--- src/rtl/fir_row_filter_abs_argmax_top_defines.svh ---
// Assertion macros used by the filter top module.
`ifndef FIR_ROW_FILTER_ABS_ARGMAX_TOP_DEFINES_SVH
`define FIR_ROW_FILTER_ABS_ARGMAX_TOP_DEFINES_SVH

// The consequent must hold in the same cycle as the antecedent.
`define FRFA_ASSERT_IMPLY(label, clk, rst_n, ante, cons, msg) \
    label: assert property (@(posedge clk) disable iff (!rst_n) (ante) |-> (cons)) \
        else $error(msg);

// The consequent must hold in the cycle after the antecedent.
`define FRFA_ASSERT_NEXT(label, clk, rst_n, ante, cons, msg) \
    label: assert property (@(posedge clk) disable iff (!rst_n) (ante) |=> (cons)) \
        else $error(msg);

`endif

--- src/rtl/frfa_pkg.sv ---
// Types, sizes and codes shared by the row filter and argmax blocks.
package frfa_pkg;

    localparam int MAX_TAPS    = 31;
    localparam int MAX_COLUMNS = 65536;
    localparam int MAX_ROWS    = 256;
    localparam int SAMPLE_BITS = 16;
    localparam int COEF_BITS   = 18;
    localparam int DEFAULT_TAPS = 23;

    localparam int TAPS_BITS   = 5;
    localparam int TAP_IDX_BITS = $clog2(MAX_TAPS);
    localparam int COL_BITS    = $clog2(MAX_COLUMNS);
    localparam int CNT_BITS    = $clog2(MAX_COLUMNS + 1);
    localparam int ROW_BITS    = $clog2(MAX_ROWS);
    localparam int PROD_BITS   = SAMPLE_BITS + COEF_BITS;
    localparam int SUM_BITS    = PROD_BITS + $clog2(MAX_TAPS);
    localparam int MAG_BITS    = 39;
    localparam int GROUP_SIZE  = 4;
    localparam int GROUPS      = (MAX_TAPS + GROUP_SIZE - 1) / GROUP_SIZE;
    localparam int GROUP_BITS  = PROD_BITS + $clog2(GROUP_SIZE);

    localparam int PADDR_BITS  = 3;
    localparam int PDATA_BITS  = 32;

    // Input item modes.
    localparam logic MODE_COEF   = 1'b0;
    localparam logic MODE_SAMPLE = 1'b1;

    // Register select: address bit 2 picks the register word.
    localparam logic REG_TAPS = 1'b0;

    // Error codes.
    localparam logic ERR_NONE      = 1'b0;
    localparam logic ERR_SHORT_ROW = 1'b1;

    typedef logic signed [SAMPLE_BITS-1:0] sample_t;
    typedef logic signed [COEF_BITS-1:0]   coef_t;
    typedef logic signed [PROD_BITS-1:0]   prod_t;
    typedef logic signed [GROUP_BITS-1:0]  group_t;
    typedef logic signed [SUM_BITS-1:0]    sum_t;
    typedef logic [MAG_BITS-1:0]           mag_t;

    // Side information that travels down the pipeline with each sample.
    typedef struct packed {
        logic                has_out;
        logic                is_end;
        logic                err;
        logic [COL_BITS-1:0] col;
        logic [ROW_BITS-1:0] row;
    } tag_t;

endpackage

--- src/rtl/frfa_cell.sv ---
// One filter cell: a window tap, its coefficient and a registered product.
module frfa_cell (
    input  logic             clk,
    input  logic             shift,
    input  frfa_pkg::sample_t sample_in,
    output frfa_pkg::sample_t tap,
    input  logic             coef_we,
    input  frfa_pkg::coef_t  coef_in,
    input  frfa_pkg::sample_t mult_sample,
    input  logic             active,
    input  logic             advance,
    output frfa_pkg::prod_t  product
);
    import frfa_pkg::*;

    sample_t tap_reg;
    coef_t   coef_reg;
    prod_t   prod_reg;
    prod_t   prod_next;

    always_comb
    begin
        if (active)
        begin
            prod_next = mult_sample * coef_reg;
        end
        else
        begin
            prod_next = '0;
        end
    end

    always_ff @(posedge clk)
    begin
        if (shift)
        begin
            tap_reg <= sample_in;
        end
        if (coef_we)
        begin
            coef_reg <= coef_in;
        end
        if (advance)
        begin
            prod_reg <= prod_next;
        end
    end

    assign tap     = tap_reg;
    assign product = prod_reg;

endmodule

--- config.mk ---
export PLATFORM = sky130hd
export DESIGN_NAME = frfa_cell
export DESIGN_NICKNAME = d
export VERILOG_FILES = /design/src/rtl/fir_row_filter_abs_argmax_top_defines.svh /design/src/rtl/frfa_pkg.sv /design/src/rtl/frfa_cell.sv
export SDC_FILE = /design/constraint.sdc
export NUM_CORES = 1
export LEC_CHECK = 0
export ABC_AREA = 0
export BUFFER_PORTS_ARGS = -buffer_cell sky130_fd_sc_hd__buf_2
export CAP_MARGIN = 20
export CORE_MARGIN = 5
export CORE_UTILIZATION = 45
export CTS_BUF_LIST = sky130_fd_sc_hd__clkbuf_4
export DETAILED_ROUTE_END_ITERATION = 6
export MAX_ROUTING_LAYER = met4
export SYNTH_ARGS = -nofsm -noshare
export SYNTH_HDL_FRONTEND = slang
export SYNTH_SLANG_ARGS = --single-unit
--- constraint.sdc ---
create_clock -name clk -period 14.2 [get_ports clk]
set_clock_uncertainty 0.05 [all_clocks]
set_input_delay 2.13 -clock clk [delete_from_list [all_inputs] [get_ports clk]]
set_output_delay 2.13 -clock clk [all_outputs]
set_load 0.02 [all_outputs]
==> flow_metrics.tcl <==
set metrics [dict create \
    start_util_pct 45.24 \
    cts.repair.resized 0 \
    grt.overflow.total 0 \
    insertion_delay_ns 0.52 \
    finalWirelength_um 31920 \
    grt.busiest_layer "met2" \
    regArea_um2 2042 \
    grtUsageTotal_pct 21.35 \
    hold_violations 0 \
    rsz0062_at_grt "no" \
    drive_above_1_share_pct 8.838 \
    die_y_um 181.9 \
    dp_hpwl_um 25810 \
    max_stage_delay_ns 0.83 \
    synth_cells 1362 \
    period_minus_slack_ns 7.875 \
    crit_fanout 18 \
    via_per_inst 5.070 \
    worst_pin_slew_ns 0.8094 \
    grtUsageMet3_pct 2.564 \
    worstSetupPathType "input pin to flip-flop" \
    grt_pass1_vias 10510 \
    slowest_stage "fa_1" \
    start_kind "input pin" \
    synth_seq_area_share_pct 15.35 \
    cts_hold_buf 0 \
    cp.arrival_ns 8.05 \
    fin_crit_sh_pct 55.46 \
    maxSlewViolCount 0 \
    cp_top_family "adder cells" \
    io_pins 105 \
    dpl_cell_area_um2 14140 \
    synth.avg_cell_area_um2 9.766 \
    grt_max_degree 35 \
    grt_pass1_wl_um 53500 \
    drc 0 \
    path_clk_slew_ns 0.13 \
    clock.fmax_ghz 0.1270 \
    layout_common_cells "inv_1 (347), fa_1 (290), nand2_1 (159), and2_1 (132), buf_2 (104)" \
    synth_edf_count 68 \
    postCtsSetupRepairBufs 0 \
    netlist_area_um2 13300 \
    rrSetupSlack_ns 7.52 \
    cp_num_buf_inv 4 \
    cp_cell_sequence "buf_2, nand2_1, inv_1, fa_1, fa_1, fa_1, fa_1, fa_1, inv_1, fa_1, inv_1, ha_1, and3_1, a221oi_1, a21oi_2, a2111o_1, o21ai_2, xor2_1, nor2_1" \
    final.fill_count 2866 \
    startpoint "mult_sample[1]" \
    cts_sinks 68 \
    num_rows 63 \
    layout_commonest_cell "inv_1" \
    antenna_found_initial 2 \
    worstPathRequired_ns 14.37 \
    die_w_um 181.9 \
    synth.ff_latch_count 68 \
    tritoncts "built" \
    vias 9279 \
    multi_input_area_um2 9787 \
    syn2layout_area_growth_pct 7.610 \
    hp-class "flip-flop to flip-flop" \
    drtAntennaViolNets 0 \
    port_buffers 104 \
    final_area_um2 14310 \
    fin_tns_setup_ns 0 \
    finalSetupViolCount 0 \
    syn_nets 1793 \
    synthArstFlopShare_pct 0 \
    yosysWarnings 0 \
    finalNetCount 1863 \
    cp_common_cell "fa_1" \
    fp.dieArea_um2 33100 \
    timing.rr.start "coef_reg[17]$_DFFE_PP_" \
    numCtsBuffers 9 \
    grt_use_met2_pct 39.11 \
    synthFlopType "edfxtp_1" \
    crit_path_end_kind "flip-flop" \
    met1_usage_pct 24.38 \
    core_um2 29400 \
    place.gp.congestion 0.8928 \
    drtIter0Drc 391 \
    hp-start "coef_reg[0]$_DFFE_PP_" \
    status "finished clean" \
    synth_cell_type_count 51 \
    routedWlPerCell_um 17.44 \
    maxSlewHeadroom_pct 46.04 \
    drt_pass1_iterations 5 \
    largest_reg_flops 34 \
    cts_root_buffer "clkbuf_4" \
    cts_max_level 3 \
    ctsLongestPathBuffers 2 \
    maxCapViolCount 0 \
]
## final timing paths
check                              endpoint  depth (start not counted)
setup / recovery  product[28]$_SDFFCE_PN0P_                         19
hold / removal     product[0]$_SDFFCE_PN0P_                          1
setup reg to reg  product[28]$_SDFFCE_PN0P_                         18
hold reg to reg    product[0]$_SDFFCE_PN0P_                          1
## synthesized netlist by cell type (all sizes together), types with 8 or more instances
| cell | n | area, um^2 |
|---|---|---|
| nand3 | 8 | 40.04 |
| fa | 290 | 5806 |
| clkbuf | 43 | 161.4 |
| and2 | 132 | 825.8 |
| nand2b | 9 | 56.30 |
| nor2 | 47 | 176.4 |
| inv | 347 | 1303 |
| a21oi | 27 | 142.6 |
| xnor2 | 16 | 140.1 |
| nand2 | 159 | 596.8 |
| ha | 86 | 1076 |
| a21o | 13 | 98.85 |
| nor3 | 13 | 65.06 |
| edfxtp | 68 | 2042 |
| xor2 | 12 | 105.1 |
| o21ai | 21 | 108.9 |
## metrics by stage
step                instances  hold slack (ns)  setup slack (ns)  utilization, %
floorplan                1362           0.5714             6.407               -
global placement         1811            1.097             5.895           48.09
detailed placement       1811            1.092             5.805           48.09
CTS                      1827            1.114             6.361           48.66
global route             1830            1.132             6.020           48.68
finish                   1830            1.095             6.325           48.68
## layer usage
| layer | vias up | part of all wire, % |
|---|---|---|
| met4 | 0 | 3.1 |
| met3 | 51 | 3.7 |
| li1 | 4208 | - |
| met2 | 203 | 55 |
| met1 | 4817 | 38 |
| met5 | - | 0 |
## cells by family after synthesis
group | Yosys count | share of synthesized area [%]
compound gates | 104 | 5.390
xor+xnor | 28 | 1.844
mux | 3 | 0.2258
buf+inv | 392 | 11.07
flops | 68 | 15.35
simple gates | 391 | 14.38
fa+ha+maj | 376 | 51.74
## area by class of cell
type	instances	share of cell area [%]
diodes	3	0.05245
clock buffers	9	0.4720
clock inverters	7	0.6906
inverters	347	9.100
multi-input cells	902	68.37
flip-flops and latches	68	14.27
well taps	390	3.409
repair buffers	104	3.636
Power is left out: the tool's default activity adds up to more than one toggle a clock period on the data nets, which glitch-free logic cannot reach.
