File: config.mk
export PLATFORM = sky130hd
export DESIGN_NAME = frfa_sum
export DESIGN_NICKNAME = d
export VERILOG_FILES = /design/src/rtl/fir_row_filter_abs_argmax_top_defines.svh /design/src/rtl/frfa_pkg.sv /design/src/rtl/frfa_sum.sv
export SDC_FILE = /design/constraint.sdc
export NUM_CORES = 2
export LEC_CHECK = 0
export BUFFER_PORTS_ARGS = -buffer_cell sky130_fd_sc_hd__clkbuf_2
export CAP_MARGIN = 20
export CORE_AREA = 2 2 453 455
export DETAILED_ROUTE_END_ITERATION = 16
export DIE_AREA = 0 0 455 457
export SYNTH_ARGS = -nofsm -noshare
export SYNTH_HDL_FRONTEND = slang
export SYNTH_SLANG_ARGS = --single-unit
export TNS_END_PERCENT = 20
File: constraint.sdc
create_clock -name clk -period 11.9 [get_ports clk]
set_input_delay 1.19 -clock clk [delete_from_list [all_inputs] [get_ports clk]]
set_output_delay 1.19 -clock clk [all_outputs]
set_load 0.01 [all_outputs]
File: src/rtl/fir_row_filter_abs_argmax_top_defines.svh
// Assertion macros used by the filter top module.
`ifndef FIR_ROW_FILTER_ABS_ARGMAX_TOP_DEFINES_SVH
`define FIR_ROW_FILTER_ABS_ARGMAX_TOP_DEFINES_SVH

// The consequent must hold in the same cycle as the antecedent.
`define FRFA_ASSERT_IMPLY(label, clk, rst_n, ante, cons, msg) \
    label: assert property (@(posedge clk) disable iff (!rst_n) (ante) |-> (cons)) \
        else $error(msg);

// The consequent must hold in the cycle after the antecedent.
`define FRFA_ASSERT_NEXT(label, clk, rst_n, ante, cons, msg) \
    label: assert property (@(posedge clk) disable iff (!rst_n) (ante) |=> (cons)) \
        else $error(msg);

`endif

File: src/rtl/frfa_pkg.sv
// Types, sizes and codes shared by the row filter and argmax blocks.
package frfa_pkg;

    localparam int MAX_TAPS    = 31;
    localparam int MAX_COLUMNS = 65536;
    localparam int MAX_ROWS    = 256;
    localparam int SAMPLE_BITS = 16;
    localparam int COEF_BITS   = 18;
    localparam int DEFAULT_TAPS = 23;

    localparam int TAPS_BITS   = 5;
    localparam int TAP_IDX_BITS = $clog2(MAX_TAPS);
    localparam int COL_BITS    = $clog2(MAX_COLUMNS);
    localparam int CNT_BITS    = $clog2(MAX_COLUMNS + 1);
    localparam int ROW_BITS    = $clog2(MAX_ROWS);
    localparam int PROD_BITS   = SAMPLE_BITS + COEF_BITS;
    localparam int SUM_BITS    = PROD_BITS + $clog2(MAX_TAPS);
    localparam int MAG_BITS    = 39;
    localparam int GROUP_SIZE  = 4;
    localparam int GROUPS      = (MAX_TAPS + GROUP_SIZE - 1) / GROUP_SIZE;
    localparam int GROUP_BITS  = PROD_BITS + $clog2(GROUP_SIZE);

    localparam int PADDR_BITS  = 3;
    localparam int PDATA_BITS  = 32;

    // Input item modes.
    localparam logic MODE_COEF   = 1'b0;
    localparam logic MODE_SAMPLE = 1'b1;

    // Register select: address bit 2 picks the register word.
    localparam logic REG_TAPS = 1'b0;

    // Error codes.
    localparam logic ERR_NONE      = 1'b0;
    localparam logic ERR_SHORT_ROW = 1'b1;

    typedef logic signed [SAMPLE_BITS-1:0] sample_t;
    typedef logic signed [COEF_BITS-1:0]   coef_t;
    typedef logic signed [PROD_BITS-1:0]   prod_t;
    typedef logic signed [GROUP_BITS-1:0]  group_t;
    typedef logic signed [SUM_BITS-1:0]    sum_t;
    typedef logic [MAG_BITS-1:0]           mag_t;

    // Side information that travels down the pipeline with each sample.
    typedef struct packed {
        logic                has_out;
        logic                is_end;
        logic                err;
        logic [COL_BITS-1:0] col;
        logic [ROW_BITS-1:0] row;
    } tag_t;

endpackage

File: src/rtl/frfa_sum.sv
// Two-stage registered adder tree over the cell products.
module frfa_sum (
    input  logic            clk,
    input  logic            rst_n,
    input  logic            advance,
    input  frfa_pkg::prod_t products [frfa_pkg::MAX_TAPS],
    input  frfa_pkg::tag_t  tag_in,
    output frfa_pkg::sum_t  total,
    output frfa_pkg::tag_t  tag_out
);
    import frfa_pkg::*;

    group_t grp_reg  [GROUPS];
    group_t grp_next [GROUPS];
    tag_t   tag_a_reg;
    sum_t   total_reg;
    sum_t   total_next;
    tag_t   tag_b_reg;

    always_comb
    begin
        for (int g = 0; g < GROUPS; g++)
        begin
            grp_next[g] = '0;
            for (int j = 0; j < GROUP_SIZE; j++)
            begin
                if (g * GROUP_SIZE + j < MAX_TAPS)
                begin
                    grp_next[g] = grp_next[g] + GROUP_BITS'(products[g * GROUP_SIZE + j]);
                end
            end
        end
    end

    always_comb
    begin
        total_next = '0;
        for (int g = 0; g < GROUPS; g++)
        begin
            total_next = total_next + SUM_BITS'(grp_reg[g]);
        end
    end

    always_ff @(posedge clk)
    begin
        if (advance)
        begin
            grp_reg   <= grp_next;
            total_reg <= total_next;
        end
    end

    always_ff @(posedge clk or negedge rst_n)
    begin
        if (!rst_n)
        begin
            tag_a_reg <= '0;
            tag_b_reg <= '0;
        end
        else if (advance)
        begin
            tag_a_reg <= tag_in;
            tag_b_reg <= tag_a_reg;
        end
    end

    assign total   = total_reg;
    assign tag_out = tag_b_reg;

endmodule

==> results.json <==
{
  "outcome": "completed",
  "async_flop_share_pct": 14.2,
  "hold_buffers": 0,
  "routedWlPerCell_um": 25.5,
  "layout.area.seq_mm2": 0.0112,
  "min_period_ps": 6260,
  "wl_um": 194000,
  "cp.arrival_ps": 6640,
  "vias": 32738,
  "maxCapViolCount": 0,
  "fin_setup_tns_ps": 0,
  "syn_inst": 3659,
  "critPathKind": "reg2reg",
  "fin_nets": 6979,
  "hold_viol_final": 0,
  "multi_input_area_mm2": 0.0300,
  "required_ps": 12280,
  "grt_pass1_wl_um": 267000,
  "cts_made_buffers": 55,
  "netlist-cell-type-count": 87,
  "area_growth_pct": 25.7,
  "drt_iter0_markers": 1986,
  "ys_seq_elements": 381,
  "vias_per_cell": 4.30,
  "drt_first_pass_iters": 5,
  "syn_area_mm2": 0.0431,
  "rsz0062_at_grt": "false",
  "worstSetupEndpointType": "flop",
  "drive_gt1_share_pct": 27.4,
  "layout_commonest_cell": "clkbuf_2",
  "seq_area_frac_synth_pct": 25.9,
  "first_global_vias": 35387,
  "antenna_left": 0,
  "rows": 166,
  "cts_htree_levels": 2,
  "syn-num-nets": 5798,
  "fmax_ghz": 0.160,
  "fillers": 21424,
  "syn_avg_cell_area_um2": 11.8,
  "cts_tree": "yes",
  "slew_headroom_pct": 13.8,
  "core_mm2": 0.203,
  "die_y_um": 457,
  "slew_viol_final": 0,
  "antenna_found_initial": 97,
  "place.gp.congestion": 0.957,
  "clkSinkCount": 381,
  "drc": 0,
  "grtUsageTotal_pct": 18.5,
  "cts_setup_buffers": 0,
  "cts_resized": 0,
  "worstMarginPinSlew_ps": 1280,
  "clockBufferDepth": 3,
  "initial_utilization_pct": 21.2,
  "cp-start-kind": "flop",
  "dp_hpwl_um": 176000,
  "grt_start_max_net_pins": 160,
  "setup_viol": 0,
  "grt-ovfl-total": 0,
  "synth_edf_count": 327,
  "clk_latency_ps": 660,
  "cts.clk_slew.worst_paths_ps": 60,
  "largest_reg_flops": 288,
  "ys_warn_count": 0,
  "hold_class": "reg2reg",
  "cts_root_buffer": "clkbuf_16",
  "min_period_over_period_pct": 52.6,
  "ios": 1150,
  "die_x_um": 455,
  "portBuffers": 1149,
  "final_cell_mix": "clkbuf_2, fa_1, inv_1, edfxtp_1, ha_1",
  "fin_skew_ps": 37.8,
  "path_max_fanout": 4,
  "ys.flop_type": "edfxtp_1",
  "die_area_mm2": 0.208
}
[synth_stat cells (6+ instances only)]
cell,instances,area (µm²)
a211o_1,9,78.8
a211oi_1,12,90.1
a21boi_0,7,52.6
a21o_1,177,1330
a21oi_1,268,1340
a31o_2,9,78.8
a31oi_1,26,163
and2_1,16,100
and3_1,27,169
clkbuf_1,26,97.6
dfrtp_1,54,1350
edfxtp_1,327,9820
fa_1,737,14800
ha_1,318,3980
inv_1,477,1790
mux2_2,54,608
nand2_1,126,473
nand2b_1,47,294
nand3_1,58,290
nand4_1,24,150
nor2_1,143,537
nor2b_1,52,325
nor3_1,21,105
nor4_1,8,50.1
o211ai_1,9,67.6
o21a_1,29,218
o21ai_0,123,616
o21ai_1,13,65.1
o21bai_1,39,293
o31ai_1,16,120
or3_1,6,37.5
xnor2_1,203,1780
xor2_1,84,736
[cell families after synthesis]
logic type	Yosys count	synth area share, %
adders and majority gates	1055	43.5
xor gates and xnor gates	287	5.83
and+or+nand+nor	551	6.30
buffers and inverters	507	4.42
DFF	381	25.9
muxes	57	1.48
AOI/OAI and AO/OA	821	12.6
[critical path: stages (launching register included)]
cell       delay (ps)
edfxtp_1          390
fa_1              580
inv_1              70
fa_1              430
inv_1              90
fa_1              410
inv_1              80
fa_1              410
inv_1              90
ha_1              170
inv_1              70
fa_1              460
nor2b_1           180
o2111ai_1         150
nand3_1           240
nand3_1           120
a21boi_0          500
a21oi_1           280
o21ai_0           480
a31o_2            290
a31oi_1           150
o21ai_0           260
xnor2_1           110
[routing by layer]
layer | GRT usage [%] | up-vias | routed length [µm]
li1 | - | 14991 | -
met1 | 21.6 | 16273 | 75000
met2 | 33.7 | 1170 | 102000
met3 | 3.11 | 284 | 10600
met4 | 6.45 | 20 | 6880
met5 | 0 | - | 122
[worst paths after layout]
path                                   start             to  slack (ps)  cells past startpoint
worst max-delay path            grp_reg[109]      total[38]        5640                     22
worst max register to register  grp_reg[109]      total[38]        5640                     22
max in group asynchronous              rst_n   tag_a_reg[5]       10750                      2
worst min-delay path            tag_a_reg[9]   tag_a_reg[9]         500                      1
worst min register to register  tag_a_reg[9]   tag_a_reg[9]         500                      1
min in group asynchronous              rst_n  tag_a_reg[12]         670                      2
[final cells by class]
class / instances / area share, %
repair buffers: 1154 / 10.7
diodes: 42 / 0.194
clock buffers: 70 / 2.76
inverters: 477 / 3.31
flip-flops and latches: 381 / 20.6
well taps: 2688 / 6.21
clock inverters: 33 / 0.771
multi-input cells: 2771 / 55.4
[stage by stage]
step | setup slack, ps | hold WS, ps | instances | cell area, µm² | util [%]
finish | 5640 | 500 | 7616 | 54200 | 26.6
global route | 5260 | 518 | 7604 | 54100 | 26.6
CTS | 5680 | 505 | 7574 | 54100 | 26.6
detailed placement | 5560 | 492 | 7471 | 52200 | 25.6
global placement | 5540 | 483 | 7471 | 52200 | 25.6
floorplan | 6950 | 475 | 3659 | 43100 | -
Power is left out: the tool's default activity adds up to more than one toggle a clock period on the data nets, which glitch-free logic cannot reach.
