### config.mk
export PLATFORM = sky130hd
export DESIGN_NAME = frfa_track_flat
export DESIGN_NICKNAME = d
export VERILOG_FILES = /design/src/rtl/fir_row_filter_abs_argmax_top_defines.svh /design/src/rtl/frfa_pkg.sv /design/src/rtl/frfa_out_if.sv /design/src/rtl/frfa_track.sv /design/src/flat_wrapper.sv
export SDC_FILE = /design/constraint.sdc
export NUM_CORES = 1
export LEC_CHECK = 0
export BUFFER_PORTS_ARGS = -buffer_cell sky130_fd_sc_hd__buf_2
export CORE_ASPECT_RATIO = 0.5
export CORE_UTILIZATION = 45
export CTS_BUF_LIST = sky130_fd_sc_hd__clkbuf_4 sky130_fd_sc_hd__clkbuf_8 sky130_fd_sc_hd__clkbuf_16
export DETAILED_ROUTE_END_ITERATION = 7
export SLEW_MARGIN = 20
export SYNTH_ARGS = -nofsm -noshare
export SYNTH_HDL_FRONTEND = slang
export SYNTH_SLANG_ARGS = --single-unit
### constraint.sdc
create_clock -name clk -period 5.2 [get_ports clk]
set_clock_uncertainty 0.1 [all_clocks]
set_input_delay 1.04 -clock clk [delete_from_list [all_inputs] [get_ports clk]]
set_output_delay 1.04 -clock clk [all_outputs]
set_load 0.05 [all_outputs]
### src/rtl/fir_row_filter_abs_argmax_top_defines.svh
// Assertion macros used by the filter top module.
`ifndef FIR_ROW_FILTER_ABS_ARGMAX_TOP_DEFINES_SVH
`define FIR_ROW_FILTER_ABS_ARGMAX_TOP_DEFINES_SVH

// The consequent must hold in the same cycle as the antecedent.
`define FRFA_ASSERT_IMPLY(label, clk, rst_n, ante, cons, msg) \
    label: assert property (@(posedge clk) disable iff (!rst_n) (ante) |-> (cons)) \
        else $error(msg);

// The consequent must hold in the cycle after the antecedent.
`define FRFA_ASSERT_NEXT(label, clk, rst_n, ante, cons, msg) \
    label: assert property (@(posedge clk) disable iff (!rst_n) (ante) |=> (cons)) \
        else $error(msg);

`endif

### src/rtl/frfa_pkg.sv
// Types, sizes and codes shared by the row filter and argmax blocks.
package frfa_pkg;

    localparam int MAX_TAPS    = 31;
    localparam int MAX_COLUMNS = 65536;
    localparam int MAX_ROWS    = 256;
    localparam int SAMPLE_BITS = 16;
    localparam int COEF_BITS   = 18;
    localparam int DEFAULT_TAPS = 23;

    localparam int TAPS_BITS   = 5;
    localparam int TAP_IDX_BITS = $clog2(MAX_TAPS);
    localparam int COL_BITS    = $clog2(MAX_COLUMNS);
    localparam int CNT_BITS    = $clog2(MAX_COLUMNS + 1);
    localparam int ROW_BITS    = $clog2(MAX_ROWS);
    localparam int PROD_BITS   = SAMPLE_BITS + COEF_BITS;
    localparam int SUM_BITS    = PROD_BITS + $clog2(MAX_TAPS);
    localparam int MAG_BITS    = 39;
    localparam int GROUP_SIZE  = 4;
    localparam int GROUPS      = (MAX_TAPS + GROUP_SIZE - 1) / GROUP_SIZE;
    localparam int GROUP_BITS  = PROD_BITS + $clog2(GROUP_SIZE);

    localparam int PADDR_BITS  = 3;
    localparam int PDATA_BITS  = 32;

    // Input item modes.
    localparam logic MODE_COEF   = 1'b0;
    localparam logic MODE_SAMPLE = 1'b1;

    // Register select: address bit 2 picks the register word.
    localparam logic REG_TAPS = 1'b0;

    // Error codes.
    localparam logic ERR_NONE      = 1'b0;
    localparam logic ERR_SHORT_ROW = 1'b1;

    typedef logic signed [SAMPLE_BITS-1:0] sample_t;
    typedef logic signed [COEF_BITS-1:0]   coef_t;
    typedef logic signed [PROD_BITS-1:0]   prod_t;
    typedef logic signed [GROUP_BITS-1:0]  group_t;
    typedef logic signed [SUM_BITS-1:0]    sum_t;
    typedef logic [MAG_BITS-1:0]           mag_t;

    // Side information that travels down the pipeline with each sample.
    typedef struct packed {
        logic                has_out;
        logic                is_end;
        logic                err;
        logic [COL_BITS-1:0] col;
        logic [ROW_BITS-1:0] row;
    } tag_t;

endpackage

### src/rtl/frfa_out_if.sv
// Result channel: position and magnitude of the largest filter output.
interface frfa_out_if;
    import frfa_pkg::*;

    logic                valid;
    logic                ready;
    logic [COL_BITS-1:0] best_sample;
    logic [ROW_BITS-1:0] best_key;
    mag_t                best_magnitude;
    logic                error;

    modport source (output valid, best_sample, best_key, best_magnitude, error,
                    input ready);
    modport sink (input valid, best_sample, best_key, best_magnitude, error,
                  output ready);
endinterface

### src/rtl/frfa_track.sv
// Magnitude stage, running argmax and the result register.
module frfa_track (
    input  logic           clk,
    input  logic           rst_n,
    input  logic           advance,
    input  frfa_pkg::sum_t total,
    input  frfa_pkg::tag_t tag_in,
    output logic           hold,
    frfa_out_if.source     results
);
    import frfa_pkg::*;

    mag_t                mag_reg;
    tag_t                tag_reg;
    logic                none_seen_reg;
    mag_t                best_val_reg;
    logic [COL_BITS-1:0] best_col_reg;
    logic [ROW_BITS-1:0] best_row_reg;
    logic                wins;
    mag_t                upd_val;
    logic [COL_BITS-1:0] upd_col;
    logic [ROW_BITS-1:0] upd_row;
    logic                out_valid_reg;
    logic                out_valid_next;
    logic [COL_BITS-1:0] out_col_reg;
    logic [ROW_BITS-1:0] out_row_reg;
    mag_t                out_mag_reg;
    logic                out_err_reg;
    logic                load;

    // Ties go to the smaller column, then to the smaller row.
    always_comb
    begin
        wins = tag_reg.has_out &&
               (none_seen_reg || (mag_reg > best_val_reg) ||
                ((mag_reg == best_val_reg) &&
                 ((tag_reg.col < best_col_reg) ||
                  ((tag_reg.col == best_col_reg) && (tag_reg.row < best_row_reg)))));
        upd_val = wins ? mag_reg     : best_val_reg;
        upd_col = wins ? tag_reg.col : best_col_reg;
        upd_row = wins ? tag_reg.row : best_row_reg;
    end

    assign hold = tag_reg.is_end && out_valid_reg && !results.ready;
    assign load = advance && tag_reg.is_end;
    assign out_valid_next = (out_valid_reg && !results.ready) || load;

    always_ff @(posedge clk)
    begin
        if (advance)
        begin
            mag_reg <= (total < 0) ? MAG_BITS'(-total) : MAG_BITS'(total);
        end
        if (load)
        begin
            out_col_reg <= upd_col;
            out_row_reg <= upd_row;
            out_mag_reg <= upd_val;
            out_err_reg <= tag_reg.err;
        end
    end

    always_ff @(posedge clk or negedge rst_n)
    begin
        if (!rst_n)
        begin
            tag_reg       <= '0;
            none_seen_reg <= 1'b1;
            best_val_reg  <= '0;
            best_col_reg  <= '0;
            best_row_reg  <= '0;
            out_valid_reg <= 1'b0;
        end
        else
        begin
            out_valid_reg <= out_valid_next;
            if (advance)
            begin
                tag_reg <= tag_in;
                if (tag_reg.is_end)
                begin
                    none_seen_reg <= 1'b1;
                    best_val_reg  <= '0;
                    best_col_reg  <= '0;
                    best_row_reg  <= '0;
                end
                else if (wins)
                begin
                    none_seen_reg <= 1'b0;
                    best_val_reg  <= upd_val;
                    best_col_reg  <= upd_col;
                    best_row_reg  <= upd_row;
                end
            end
        end
    end

    assign results.valid          = out_valid_reg;
    assign results.best_sample    = out_col_reg;
    assign results.best_key       = out_row_reg;
    assign results.best_magnitude = out_mag_reg;
    assign results.error          = out_err_reg;

endmodule
### src/flat_wrapper.sv
// flat-port wrapper written by rule: the top's interface ports become plain ports
module frfa_track_flat import frfa_pkg::*;
  (clk, rst_n, advance, total, tag_in, hold, results_valid, results_best_sample, results_best_key, results_best_magnitude, results_error, results_ready);
  frfa_out_if results_i ();
  input  logic clk;
  input  logic rst_n;
  input  logic advance;
  input  frfa_pkg::sum_t total;
  input  frfa_pkg::tag_t tag_in;
  output logic hold;
  output wire logic [$bits(results_i.valid)-1:0] results_valid;
  output wire logic [$bits(results_i.best_sample)-1:0] results_best_sample;
  output wire logic [$bits(results_i.best_key)-1:0] results_best_key;
  output wire logic [$bits(results_i.best_magnitude)-1:0] results_best_magnitude;
  output wire logic [$bits(results_i.error)-1:0] results_error;
  input wire logic [$bits(results_i.ready)-1:0] results_ready;
  assign results_valid = results_i.valid;
  assign results_best_sample = results_i.best_sample;
  assign results_best_key = results_i.best_key;
  assign results_best_magnitude = results_i.best_magnitude;
  assign results_error = results_i.error;
  assign results_i.ready = results_ready;
  frfa_track u_core (.clk(clk), .rst_n(rst_n), .advance(advance), .total(total), .tag_in(tag_in), .hold(hold), .results(results_i));
endmodule
==> flow_summary.ini, run 1 <==
[clock_tree]
cts.sinks = 195
cts_resized = 0
cts_tree = built
cts_buffers = 17
clk_pin_slew_ps = 70
cts_buffer_depth = 2
hold_buffers = 0
postCtsSetupRepairBufs = 0
h-tree-depth = 4
clockRootBuffer = clkbuf_16
clkLatencyLatePin_ps = 450

[floorplanning]
start_util_pct = 46.5
core_um2 = 22000
die_y_um = 109
die_area_um2 = 23300
ios = 136
num_rows = 38
die_x_um = 215

[yosys]
ys_top_cells_by_area = edfxtp_1 (30%), dfrtp_1 (22%), mux2_2 (9.8%), ha_1 (7.7%), mux2i_1 (5.9%)
yosysTopAreaCellShare_pct = 30.3
syn_nets = 979
synth_seq_cells = 195
synth_area_leader_cell = edfxtp_1
synth_area_per_cell_um2 = 12.1
yosysSeqAreaShare_pct = 52.8
synth_edf_count = 103
synth_commonest_cells = edfxtp_1 (103), dfrtp_1 (91), nand2_1 (90), mux2_2 (89), inv_1 (70)
yosysMostFrequentCell = edfxtp_1
ys_types = 44
netlist_area_um2 = 10200
ys_warn_count = 0
async_reset_ff_share_pct = 47.2
ys.flop_type = edfxtp_1
syn_inst = 846

[worst_setup_path]
cp_max_fo = 35
critPathTopFamily = simple AND/OR/NAND/NOR gates
path_cells = inv_1 > ha_1 > a21oi_1 > o21ai_0 > a221oi_1 > o22ai_1 > nor4_1 > or3_4 > buf_12 > mux2i_1
cp-start-kind = flop
required_ps = 5470
slowest_delay_ps = 730
endpoint_kind = flop
cp_num_buf_inv = 2
cp_slowest_cell = nor4_1
worstSetupPathType = reg2reg
cp.arrival_ps = 4000

[sta]
period_needed_ps = 3730
fin_tns_setup_ps = 0
whs_ps = 358
worstMarginPinSlew_ps = 1060
setup_violations = 0
relSlewSlack_pct = 29.2
final_hold_viol_count = 0
rsz0062_at_grt = no
fin_crit_sh_pct = 71.7
max_freq_mhz = 268
slew_viol_final = 0

[route]
drc_errors = 0
post_drt_wl_per_cell_um = 17.4
first_pass_iters = 4
routed_wl_um = 22300
via_per_inst = 5.20
first_iter_violations = 364
antenna_left = 0
vias = 6688

[power]
p_leak_uw = 0.00513
power_density_nw_per_um2 = 374
peakVddDrop_mv = 0.239
p_total_uw = 4420

[place]
post_dp_cell_area_um2 = 11200
place_congestion = 0.783
io_buffers = 135
dp_hpwl_um = 14900

[finish]
area_growth_pct = 16.0
fill_cells = 1926
fin_util_pct = 53.9
diodes = 0
multi_input_area_um2 = 4410
regArea_um2 = 5400
nets = 1105
drive_above_1_share_pct = 28.6
design_area_um2 = 11800

[global_route]
grt_pass1_vias = 6870
grt_use_total_pct = 20.4
antenna_found_initial = 0
grt_pass1_wl_um = 36200
grt_max_degree = 68
grt_overflow = 0

[job]
drv_cap = 0

[run_status]
status = finished, final reports clean

[hold_path]
hold_path_class = reg2reg
## cells by family after synthesis
family | count (synthesis) | share of synthesized area, %
AND/OR/NAND/NOR | 219 | 11.5
adder cells (fa/ha/maj) | 63 | 7.72
XOR/XNOR | 36 | 3.09
multiplexers | 149 | 15.7
buffers and inverters | 106 | 4.07
AO/OA/AOI/OAI | 78 | 5.07
flip-flops | 195 | 52.8
## path summary, 6_finish.rpt
kind	depth (start not counted)	endpoint	from	slack [ps]
worst max-delay path	10	u_core.best_val_reg[27]$_DFFE_PN0P_	u_core.best_val_reg[16]$_DFFE_PN0P_	1470
worst min-delay path	0	u_core.results.error$_DFFE_PP_	u_core.tag_reg[24]$_DFFE_PN0P_	360
worst max register to register	10	u_core.best_val_reg[27]$_DFFE_PN0P_	u_core.best_val_reg[16]$_DFFE_PN0P_	1470
worst min register to register	0	u_core.results.error$_DFFE_PP_	u_core.tag_reg[24]$_DFFE_PN0P_	360
max in group asynchronous	2	u_core.tag_reg[15]$_DFFE_PN0P_	rst_n	3410
min in group asynchronous	1	u_core.tag_reg[2]$_DFFE_PN0P_	rst_n	580
## power breakdown
part	internal [µW]	leakage, µW	switching [µW]	total (µW)
Combinational	414	0.00264	607	1020
Clock	837	0.000312	585	1420
Sequential	1850	0.00218	127	1980
## metal layers
metal | GRT usage [%] | part of all wire (%)
met5 | 0 | 0
met3 | 4.05 | 3.9
met1 | 27.6 | 49
met2 | 33.3 | 46
met4 | 6.03 | 1.1
## final cells by class
| cell class | instances | share of cell area, % |
|---|---|---|
| inverter | 70 | 2.22 |
| sequential | 195 | 45.6 |
| tap | 300 | 3.17 |
| clock inverter | 10 | 1.32 |
| timing repair buffer | 143 | 6.47 |
| clock buffer | 22 | 3.96 |
| multi-input combinational | 545 | 37.3 |
## cell usage in the layout, fill, tap and decap left out, types with 4 or more instances in the layout
cell	netlist	final
nor3_1	5	5
dfrtp_1	91	91
nand3_1	13	13
buf_4	0	8
nor2_1	10	9
inv_1	70	69
clkinv_2	0	4
o41ai_1	5	5
nand2b_1	62	62
o31ai_1	12	12
nand4_1	13	13
or4_4	4	4
ha_1	63	63
o21ai_0	21	21
mux2_2	89	89
clkbuf_16	0	17
a21oi_1	21	21
xnor2_1	36	36
buf_2	14	133
bufinv_16	0	4
edfxtp_1	103	103
nand2_1	90	89
mux2i_1	60	60
clkbuf_4	0	4
## per-stage QoR
stage	std cells	worst slack [ps]
finish	1285	1470
global route	1285	1160
CTS	1285	1440
detailed placement	1253	1450
global placement	1253	1430
floorplan	846	1860
No activity file was read; power rests on OpenSTA's default activity.
==> run 2, diff against run 1 <==
--- a/config.mk
+++ b/config.mk
@@ -10,6 +10,7 @@
 export CORE_UTILIZATION = 45
 export CTS_BUF_LIST = sky130_fd_sc_hd__clkbuf_4 sky130_fd_sc_hd__clkbuf_8 sky130_fd_sc_hd__clkbuf_16
 export DETAILED_ROUTE_END_ITERATION = 7
+export PLACE_DENSITY = 0.67
 export SLEW_MARGIN = 20
 export SYNTH_ARGS = -nofsm -noshare
 export SYNTH_HDL_FRONTEND = slang
==> constraint.sdc (replaced) <==
create_clock -name clk -period 3.3 [get_ports clk]
set_clock_uncertainty 0.1 [all_clocks]
set_input_delay 0.66 -clock clk [delete_from_list [all_inputs] [get_ports clk]]
set_output_delay 0.66 -clock clk [all_outputs]
set_load 0.05 [all_outputs]
==> flow_summary.ini, run 2 (synthesis results as in run 1) <==
[sta]
fin_tns_setup_ps = 0
fin_crit_sh_pct = 94.3
slew_viol_final = 0
final_hold_viol_count = 0
period_needed_ps = 3110
worstMarginPinSlew_ps = 860
relSlewSlack_pct = 42.6
rsz0062_at_grt = no
max_freq_mhz = 321
setup_violations = 0
whs_ps = 154

[global_route]
grtUsageMet3_pct = 3.91
grt_max_degree = 93
antenna_found_initial = 0
use_met2_pct = 35.7
grt-busiest-layer = met2
grt_overflow = 0
grt_use_total_pct = 21.0
grt_pass1_vias = 7177
met1_usage_pct = 27.5
grt_pass1_wl_um = 37700

[worst_setup_path]
required_ps = 3390
cpMostUsedCell = buf_4
cp_max_fo = 31
cp.arrival_ps = 3200
cp-start-kind = flop
cp_num_buf_inv = 3
critPathTopFamily = simple AND/OR/NAND/NOR gates
slowest_delay_ps = 440
endpoint_kind = flop
rrSetupSlack_ps = 190
cp_slowest_cell = edfxtp_1
path_cells = ha_1 > nand4_1 > nor4_2 > buf_4 > nand2_1 > o22ai_1 > nor4_1 > buf_4 > nor2_4 > buf_12 > mux2_2
worstSetupPathType = reg2reg

[finish]
final_cell_mix = buf_2 (133), edfxtp_1 (103), dfrtp_1 (91), nand2_1 (89), mux2_2 (89)
fin_util_pct = 54.9
area_growth_pct = 18.0
drive_above_1_share_pct = 29.8
nets = 1121
diodes = 0
final_cells = 1301
final_common_cell = buf_2

[floorplanning]
ios = 136
die_x_um = 215
die_y_um = 109
core_um2 = 22000
num_rows = 38
die_area_um2 = 23300
start_util_pct = 46.5

[clock_tree]
cts_tree = built
clockRootBuffer = clkbuf_16
hold_buffers = 0
clk_pin_slew_ps = 70
postCtsSetupRepairBufs = 0
cts_resized = 0
cts.sinks = 195
clkLatencyLatePin_ps = 440
cts_buffer_depth = 2
h-tree-depth = 4
cts_buffers = 17

[place]
io_buffers = 135
place_congestion = 0.803
dp.cells = 1269
dp_hpwl_um = 15400

[route]
via_per_inst = 5.25
drc_errors = 0
vias = 6824
routed_wl_um = 23400
first_iter_violations = 407
post_drt_wl_per_cell_um = 17.9
first_pass_iters = 5
antenna_left = 0

[power]
p_leak_uw = 0.00525
power_density_nw_per_um2 = 590
peakVddDrop_mv = 0.353
p_total_uw = 7110

[hold_path]
hold_path_class = in2async

[job]
drv_cap = 0

[run_status]
status = finished, final reports clean
run 2: cell count changes in the layout (fill, tap and decap cells not counted), sizes merged:
cell | previous run | this run
buf | 143 | 159
clkbuf | 22 | 26
bufinv | 4 | 3
clkinv | 4 | 1
run 2: layer usage:
metal / vias up / wire [µm]
li1: 3293 / -
met1: 3365 / 10700
met2: 131 / 11300
met3: 35 / 917
met4: 0 / 399
met5: - / 0
run 2: area by class of cell:
| cell class | instances | area, µm² |
|---|---|---|
| timing repair buffer | 159 | 936 |
| sequential | 195 | 5400 |
| multi-input combinational | 545 | 4410 |
| fill | 1848 | 9910 |
| clock buffer | 26 | 559 |
| inverter | 70 | 263 |
| clock inverter | 6 | 109 |
| tap | 300 | 375 |
run 2: report_power, final:
part           internal, µW  total [µW]  switching (µW)
Clock                  1400        2320             917
Combinational           683        1670             990
Sequential             2920        3110             195
run 2: metrics by stage:
step                cell area [µm²]  worst slack [ps]
floorplan                     10200               368
global placement              11400               178
detailed placement            11400               151
CTS                           12100               208
global route                  12100              62.0
finish                        12100               188
run 2: final timing paths:
path | startpoint | endpoint | cells after the start
max in group asynchronous | rst_n | u_core.best_val_reg[15]$_DFFE_PN0P_ | 2
hold reg to reg | u_core.tag_reg[24]$_DFFE_PN0P_ | u_core.results.error$_DFFE_PP_ | 0
setup / recovery | u_core.mag_reg[37]$_DFFE_PP_ | u_core.results.best_magnitude[14]$_DFFE_PP_ | 11
setup reg to reg | u_core.mag_reg[37]$_DFFE_PP_ | u_core.results.best_magnitude[14]$_DFFE_PP_ | 11
hold / removal | rst_n | u_core.best_row_reg[0]$_DFFE_PN0P_ | 2
min in group clk | results_ready | u_core.results.valid$_DFF_PN0_ | 2
==> run 3, diff against run 2 <==
--- a/config.mk
+++ b/config.mk
@@ -6,11 +6,12 @@
 export NUM_CORES = 1
 export LEC_CHECK = 0
 export BUFFER_PORTS_ARGS = -buffer_cell sky130_fd_sc_hd__buf_2
-export CORE_ASPECT_RATIO = 0.5
+export CORE_ASPECT_RATIO = 1.2
 export CORE_UTILIZATION = 45
 export CTS_BUF_LIST = sky130_fd_sc_hd__clkbuf_4 sky130_fd_sc_hd__clkbuf_8 sky130_fd_sc_hd__clkbuf_16
 export DETAILED_ROUTE_END_ITERATION = 7
-export PLACE_DENSITY = 0.67
+export PLACE_DENSITY = 0.69
+export RECOVER_POWER = 50
 export SLEW_MARGIN = 20
 export SYNTH_ARGS = -nofsm -noshare
 export SYNTH_HDL_FRONTEND = slang
==> flow_summary.ini, run 3 (synthesis results as in run 1) <==
[run_status]
status = finished, violations left
violations = design-rule violations, max-capacitance violations, max-slew violations

[global_route]
grt_max_degree = 61
grt_pass1_wl_um = 34800
antenna_found_initial = 0
grt_overflow = 0
grt_use_total_pct = 19.3
grtUsageMet3_pct = 3.05
use_met2_pct = 33.4
grt_pass1_vias = 6752
grt-busiest-layer = met2
met1_usage_pct = 25.2

[clock_tree]
hold_buffers = 0
clk_pin_slew_ps = 70
h-tree-depth = 4
cts_tree = built
cts_buffer_depth = 2
cts_buffers = 17
postCtsSetupRepairBufs = 0
clkLatencyLatePin_ps = 420
cts.sinks = 195
clockRootBuffer = clkbuf_16
cts_resized = 0

[job]
drv_cap = 3

[finish]
fill_cells = 2001
nets = 1117
area_growth_pct = 16.1
final_cell_mix = edfxtp_1 (103), buf_2 (97), dfrtp_1 (91), nand2_1 (90), mux2_2 (89)
drive_above_1_share_pct = 25.4
final_common_cell = edfxtp_1
final_cells = 1276
diodes = 0
fin_util_pct = 53.0

[floorplanning]
die_x_um = 140
core_um2 = 22400
ios = 136
start_util_pct = 45.6
num_rows = 60
die_area_um2 = 23300
die_y_um = 167

[sta]
max_freq_mhz = 329
period_needed_ps = 3040
rsz0062_at_grt = no
relSlewSlack_pct = -59.8
fin_crit_sh_pct = 92.1
worstMarginPinSlew_ps = 2400
setup_violations = 0
slew_viol_final = 110
fin_tns_setup_ps = 0
final_hold_viol_count = 0

[place]
dp.cells = 1244
place_congestion = 0.785
io_buffers = 135
dp_hpwl_um = 14800

[route]
via_per_inst = 5.26
first_pass_iters = 8
routed_wl_um = 21500
vias = 6711
drc_errors = 1
first_iter_violations = 364
post_drt_wl_per_cell_um = 16.8
antenna_left = 0

[power]
p_total_uw = 6800
p_leak_uw = 0.00506
peakVddDrop_mv = 0.355
power_density_nw_per_um2 = 574

[worst_setup_path]
worstSetupPathType = reg2reg
required_ps = 3370
cp_max_fo = 23
endpoint_kind = flop
crit_end = u_core.results.best_magnitude[23]$_DFFE_PP_
cp.arrival_ps = 3110
cp-start-kind = flop
rr_worst_depth = 10
startpoint = u_core.mag_reg[30]$_DFFE_PP_
regToRegStartpoint = u_core.mag_reg[30]$_DFFE_PP_
rr_endpoint = u_core.results.best_magnitude[23]$_DFFE_PP_
rrSetupSlack_ps = 260

[hold_path]
hold_path_class = in2reg
==> run 3: cell types whose count changed in the layout (fill, tap and decap cells not counted), sizes merged <==
cell,before,now
clkbuf,26,66
buf,159,112
bufinv,3,2
inv,71,70
clkinv,1,4
clkinvlp,1,3
==> run 3: worst min-delay path by stage <==
stage / from / endpoint / slack, ps / depth (start not counted)
3_3_place_gp: u_core.tag_reg[24]$_DFFE_PN0P_ / u_core.results.error$_DFFE_PP_ / 340 / 0
3_5_place_dp: u_core.tag_reg[24]$_DFFE_PN0P_ / u_core.results.error$_DFFE_PP_ / 340 / 0
5_1_grt: results_ready / u_core.results.valid$_DFF_PN0_ / 310 / 2
2_1_floorplan: rst_n / u_core.best_col_reg[0]$_DFFE_PN0P_ / 260 / 0
6_report: results_ready / u_core.results.valid$_DFF_PN0_ / 330 / 2
4_1_cts: rst_n / u_core.best_col_reg[7]$_DFFE_PN0P_ / 140 / 1
==> run 3: critical path, stage by stage (launching register included) <==
cell      delay [ps]
edfxtp_1         440
ha_1             340
nand4_1          150
nor4_2           320
buf_4            180
nand4_1          120
a41o_1           280
o21ai_1          260
nor2_4           100
buf_12           190
mux2_2           290
==> run 3: area by class of cell <==
type | count | area, µm² | share of cell area (%)
clock buffer | 23 | 477 | 4.02
clock inverter | 9 | 106 | 0.897
inverter | 70 | 263 | 2.22
multi-input combinational | 545 | 4420 | 37.3
sequential | 195 | 5400 | 45.5
tap | 279 | 349 | 2.95
timing repair buffer | 155 | 837 | 7.06
==> run 3: per-layer routing <==
metal / vias to the layer above / routed length [µm]
li1: 3275 / -
met1: 3297 / 10100
met2: 123 / 10600
met3: 16 / 601
met4: 0 / 209
met5: - / 0
==> run 3: power by group <==
part           internal, µW  total (µW)  switching, µW  leakage [µW]
clock network          1180        2050            877      0.000284
registers              2920        3120            198       0.00218
logic                   670        1630            957       0.00260
total                  4770        6800           2030       0.00506
==> run 3: through the flow <==
| stage | area, µm² | hold slack, ps | setup WS (ps) |
|---|---|---|---|
| floorplan | 10200 | 264 | 368 |
| global placement | 11400 | 335 | 54.1 |
| detailed placement | 11400 | 337 | 41.9 |
| CTS | 11900 | 143 | 20.1 |
| global route | 11900 | 312 | 19.7 |
| finish | 11900 | 327 | 260 |
